==> src/hdl/hmq_pkg.sv <==
// Shared types and constants for the Huffman merge queue.
// Used by hmq_ctrl, hmq_dp, huffman_merge_queue_unit, hmq_checker and the testbench; no dependencies.
package hmq_pkg;

  localparam int unsigned MAX_LEAVES_DEF = 256;
  localparam int unsigned COUNT_BITS_DEF = 32;

  localparam int unsigned OP_W   = 2;
  localparam int unsigned SYM_W  = 8;
  localparam int unsigned FREQ_W = 32;
  localparam int unsigned RIDX_W = 8;
  localparam int unsigned NODE_W = 9;
  localparam int unsigned LEN_W  = 9;
  localparam int unsigned GRP    = 16;
  localparam int unsigned GRP_W  = 4;

  typedef enum logic [OP_W-1:0] {
    OP_LOAD  = 2'd0,
    OP_MERGE = 2'd1,
    OP_READ  = 2'd2
  } op_e;

  typedef enum logic [1:0] {
    ST_OK    = 2'd0,
    ST_FULL  = 2'd1,
    ST_FEW   = 2'd2,
    ST_RANGE = 2'd3
  } status_e;

  typedef struct packed {
    logic    capture;
    logic    load;
    logic    plain;
    status_e plain_code;
    logic    mrg_sum;
    logic    mrg_cmp;
    logic    mrg_pfx;
    logic    mrg_ins;
    logic    rd_grp;
    logic    rd_sel;
    logic    emit;
  } hmq_cmd_t;

  typedef struct packed {
    logic [OP_W-1:0] op;
    logic            full;
    logic            few;
    logic            range_err;
    logic            out_free;
  } hmq_stat_t;

  typedef struct packed {
    status_e           status;
    logic [NODE_W-1:0] left;
    logic [NODE_W-1:0] right;
    logic [NODE_W-1:0] node;
    logic [FREQ_W-1:0] freq;
    logic [LEN_W-1:0]  length;
    logic              last;
  } hmq_res_t;

endpackage

==> src/hdl/hmq_ctrl.sv <==
// Sequencer for the Huffman merge queue: decodes each item and steps
// the datapath through load, merge and read. Depends on hmq_pkg.
module hmq_ctrl (
  input  logic                clk_i,
  input  logic                rst_ni,
  input  logic                in_valid_i,
  output logic                in_ready_o,
  input  hmq_pkg::hmq_stat_t  stat_i,
  output hmq_pkg::hmq_cmd_t   cmd_o
);

  typedef enum logic [2:0] {
    S_IDLE,
    S_DECODE,
    S_CMP,
    S_PFX,
    S_INS,
    S_RSEL,
    S_RESP
  } state_e;

  state_e state_q, state_d;

  always_comb begin
    cmd_o      = '0;
    state_d    = state_q;
    in_ready_o = 1'b0;
    unique case (state_q)
      S_IDLE: begin
        in_ready_o = 1'b1;
        if (in_valid_i) begin
          cmd_o.capture = 1'b1;
          state_d       = S_DECODE;
        end
      end
      S_DECODE: begin
        state_d = S_RESP;
        unique case (hmq_pkg::op_e'(stat_i.op))
          hmq_pkg::OP_LOAD: begin
            if (stat_i.full) begin
              cmd_o.plain      = 1'b1;
              cmd_o.plain_code = hmq_pkg::ST_FULL;
            end else begin
              cmd_o.load = 1'b1;
            end
          end
          hmq_pkg::OP_MERGE: begin
            if (stat_i.few) begin
              cmd_o.plain      = 1'b1;
              cmd_o.plain_code = hmq_pkg::ST_FEW;
            end else begin
              cmd_o.mrg_sum = 1'b1;
              state_d       = S_CMP;
            end
          end
          hmq_pkg::OP_READ: begin
            if (stat_i.range_err) begin
              cmd_o.plain      = 1'b1;
              cmd_o.plain_code = hmq_pkg::ST_RANGE;
            end else begin
              cmd_o.rd_grp = 1'b1;
              state_d      = S_RSEL;
            end
          end
          default: begin
            cmd_o.plain      = 1'b1;
            cmd_o.plain_code = hmq_pkg::ST_OK;
          end
        endcase
      end
      S_CMP: begin
        cmd_o.mrg_cmp = 1'b1;
        state_d       = S_PFX;
      end
      S_PFX: begin
        cmd_o.mrg_pfx = 1'b1;
        state_d       = S_INS;
      end
      S_INS: begin
        cmd_o.mrg_ins = 1'b1;
        state_d       = S_RESP;
      end
      S_RSEL: begin
        cmd_o.rd_sel = 1'b1;
        state_d      = S_RESP;
      end
      S_RESP: begin
        in_ready_o = stat_i.out_free;
        if (stat_i.out_free) begin
          cmd_o.emit = 1'b1;
          if (in_valid_i) begin
            cmd_o.capture = 1'b1;
            state_d       = S_DECODE;
          end else begin
            state_d = S_IDLE;
          end
        end
      end
      default: state_d = S_IDLE;
    endcase
  end

  always_ff @(posedge clk_i or negedge rst_ni) begin
    if (!rst_ni) begin
      state_q <= S_IDLE;
    end else begin
      state_q <= state_d;
    end
  end

endmodule

==> config.mk <==
export PLATFORM = sky130hd
export DESIGN_NAME = hmq_ctrl
export DESIGN_NICKNAME = d
export VERILOG_FILES = /design/src/hdl/hmq_pkg.sv /design/src/hdl/hmq_ctrl.sv
export SDC_FILE = /design/constraint.sdc
export NUM_CORES = 1
export LEC_CHECK = 0
export BUFFER_PORTS_ARGS = -buffer_cell sky130_fd_sc_hd__buf_2
export CORE_AREA = 3 3 40 42
export DETAILED_ROUTE_END_ITERATION = 16
export DIE_AREA = 0 0 43 45
export PLACE_DENSITY = 0.58
export SKIP_CTS_REPAIR_TIMING = 1
export SYNTH_ARGS = -nofsm -noshare
export SYNTH_HDL_FRONTEND = slang
export SYNTH_SLANG_ARGS = --single-unit
==> constraint.sdc <==
create_clock -name clk_i -period 1 [get_ports clk_i]
set_input_delay 0.15 -clock clk_i [delete_from_list [all_inputs] [get_ports clk_i]]
set_output_delay 0.15 -clock clk_i [all_outputs]
set_load 0.01 [all_outputs]
==> impl_results.md <==
- Status: finished, violations left
- Violated checks: setup timing
- Path depth of the worst reg2reg path: 4
- Row Count: 13
- Most common cell type on the critical path: buf_6
- Max Root-Sink Buffers: 2
- Post-DP HPWL: 834 um
- GP Congestion: 0.739
- Max Freq: 0.637 GHz
- RSZ-0062 raised after global routing: true
- Via Count: 467
- Final Core Density: 54.7%
- Lkg Pwr: 0.369 nW
- I/O Buffers: 21
- Power consumption: 0.00165 W
- Seq cells post-synth: 3
- CP max stage cell: dfrtp_1
- Crit path DAT: 1.42 ns
- Chip height: 45 um
- First-pass GRT wire length: 1770 um
- Largest register by flop count: state_q
- Ant. Diodes: 0
- Regs by FF count: state_q x3
- Clk slew on worst S/H paths: 0.04 ns
- Cell Area, Placed: 602 um2
- Period minus WS final: 1.57 ns
- Wirelength per Cell: 10.4 um
- Cell area after layout: 703 um2
- Htree depth: 1
- CP Capture Type: primary output
- Chip width: 43 um
- Core Box Area: 0.00128 mm2
- Layout cell share with drive strength beyond 1: 60.0%
- CTS tree: yes
- I/O Pins: 22
- Worst EP required: 0.85 ns
- Initial antenna violation count: 0
- Ys Warns: 0
- Overall routing resource usage: 11.9%
- Gr ovfl total: 0
- Mapped Area: 390 um2
- Maximum vdd ir drop: 0.800 mV
- Total CTS buffers: 3
- Drt pass-1 iters: 5
- Post-synth cell types: 25
- Cell area power density: 2350 mW/mm2
- DRT antenna net count: 0
- Layout area overhead: 80.1%
- Starting Density: 30.4%
- Skew final: 0.00129 ns
- WL final: 1040 um
- DR vias/cell: 4.67
- Worst skew pair latency: 0.23 ns
- Die area: 0.00194 mm2
- Fin crit share: 157%
- Post-Syn Nets: 63
- CP max FO: 2
- Worst hold path class: input port to async pin
- Clock Sinks: 3
- CTS root buf: clkbuf_4
- Synth Instances: 50
- Max Slew Vio Count: 0
- # fillers: 134
- Post-synthesis sequential area ratio: 19.2%
- Vias in the first global route: 437
- Final net count: 99
- Largest register FFs: 3
- Iter 0 DRT Violations: 4
- Measured slew at the worst slew-check pin: 0.281 ns
- WS Path Type: register to primary output
- DRC viols: 0
- Critical Path Max Stage Delay: 0.38 ns
- CP cell instances: buf_6, or3_1, o21ai_2, and2_4, buf_6
- Final setup viols: 16
- Dpl ws: -0.392 ns
- Slew headroom: 81.2%
- Maxcap violations: 0
- Crit path launch type: register
- Worst setup margin: -0.571 ns
- Mean Syn Cell Area: 7.81 um2
- Endpoints failing hold: 0
- Largest net degree at the start of global routing: 11
metal layers:
| layer | part of all wire (%) | GRT usage [%] | vias to the layer above |
|---|---|---|---|
| li1 | - | - | 247 |
| met1 | 39 | 15.0 | 212 |
| met2 | 56 | 19.8 | 6 |
| met3 | 3.5 | 2.39 | 2 |
| met4 | 0.57 | 5.42 | 0 |
| met5 | 0 | 0 | - |
path summary, 6_finish.rpt:
path	start	endpoint	slack [ns]
max	state_q[2]$_DFFE_PN0P_	cmd_o[11]	-0.57
min	rst_ni	state_q[0]$_DFFE_PN0P_	0.24
max in group asynchronous	rst_ni	state_q[1]$_DFFE_PN0P_	0.65
min reg2reg	state_q[1]$_DFFE_PN0P_	state_q[1]$_DFFE_PN0P_	0.63
min in group clk_i	stat_i[0]	state_q[2]$_DFFE_PN0P_	0.28
max reg2reg	state_q[2]$_DFFE_PN0P_	state_q[0]$_DFFE_PN0P_	-0.13
where the power goes:
part	switching [W]	internal [W]	total [W]
logic	0.000573	0.000646	0.00122
clock network	0.0000613	0.000149	0.000211
registers	0.0000377	0.000185	0.000223
total	0.000672	0.000980	0.00165
critical path: cells and delay by family, from the launching register on:
family | cells | cell delay [ns]
buffers and inverters | 2 | 0.21
DFF | 1 | 0.38
AOI/OAI and AO/OA | 1 | 0.07
and+or+nand+nor | 2 | 0.52
cell usage in the layout (no fill, tap or decap):
| master | synthesis | final |
|---|---|---|
| a211oi_2 | 1 | 1 |
| a21oi_1 | 3 | 2 |
| a21oi_2 | 0 | 1 |
| a22oi_1 | 1 | 1 |
| a2bb2oi_2 | 0 | 1 |
| a31oi_1 | 1 | 1 |
| a41oi_2 | 0 | 1 |
| and2_4 | 0 | 1 |
| and3b_1 | 2 | 2 |
| buf_2 | 4 | 21 |
| buf_4 | 0 | 8 |
| buf_6 | 0 | 5 |
| clkbuf_1 | 0 | 1 |
| clkbuf_4 | 0 | 3 |
| dfrtp_1 | 3 | 3 |
| dlygate4sd3_1 | 0 | 1 |
| ha_1 | 4 | 4 |
| inv_1 | 3 | 3 |
| nand2_1 | 5 | 4 |
| nand2_2 | 0 | 1 |
| nand2b_1 | 2 | 1 |
| nand2b_4 | 0 | 1 |
| nand4_1 | 1 | 1 |
| nor2_1 | 5 | 4 |
| nor2_2 | 0 | 1 |
| nor2b_1 | 2 | 2 |
| nor3_2 | 2 | 1 |
| nor3_4 | 0 | 1 |
| nor3b_2 | 1 | 1 |
| nor3b_4 | 0 | 1 |
| o211ai_1 | 1 | 1 |
| o21ai_1 | 2 | 1 |
| o21ai_2 | 0 | 1 |
| o32a_1 | 1 | 1 |
| or3_1 | 1 | 1 |
| or3b_4 | 0 | 1 |
area by class of cell:
cell class / count / area (um2) / area share (%)
clock buffer: 4 / 26.3 / 3.74
tap: 15 / 18.8 / 2.67
timing repair buffer: 35 / 231 / 32.9
inverter: 3 / 11.3 / 1.60
sequential: 3 / 75.1 / 10.7
multi-input combinational: 40 / 340 / 48.4
synth_stat cells:
library cell	number	area share, %
or3b_1	1	2.2
a31oi_1	1	1.6
a2bb2oi_1	1	2.2
nand2_1	5	4.8
nor3b_1	1	1.9
nor3_2	2	5.1
inv_1	3	2.9
ha_1	4	13
and3b_1	2	4.5
or3_1	1	1.6
a22oi_1	1	1.9
a21oi_1	3	3.8
and2_1	1	1.6
dfrtp_1	3	19
nor2b_1	2	3.2
nand2b_1	2	3.2
nand4_1	1	1.6
nor2_1	5	4.8
buf_2	4	5.1
o21ai_1	2	2.6
a211oi_2	1	3.2
o211ai_1	1	1.9
nor3b_2	1	3.2
a41oi_1	1	2.2
o32a_1	1	2.6
metrics by stage:
step	setup TNS [ns]	hold WS, ns	cells
global placement	-3.61	-0.0543	94
floorplan	-1.64	-0.146	50
global route	-6.85	0.259	100
detailed placement	-3.67	-0.0513	94
finish	-6.02	0.245	100
CTS	-6.98	-0.296	98
logic make-up after synthesis:
logic type	synth area share, %
flip-flops	19.2
AO/OA/AOI/OAI	22.1
adder cells (fa/ha/maj)	12.8
AND/OR/NAND/NOR	37.8
buffers and inverters	8.01
(Power assumes the default switching activity.)
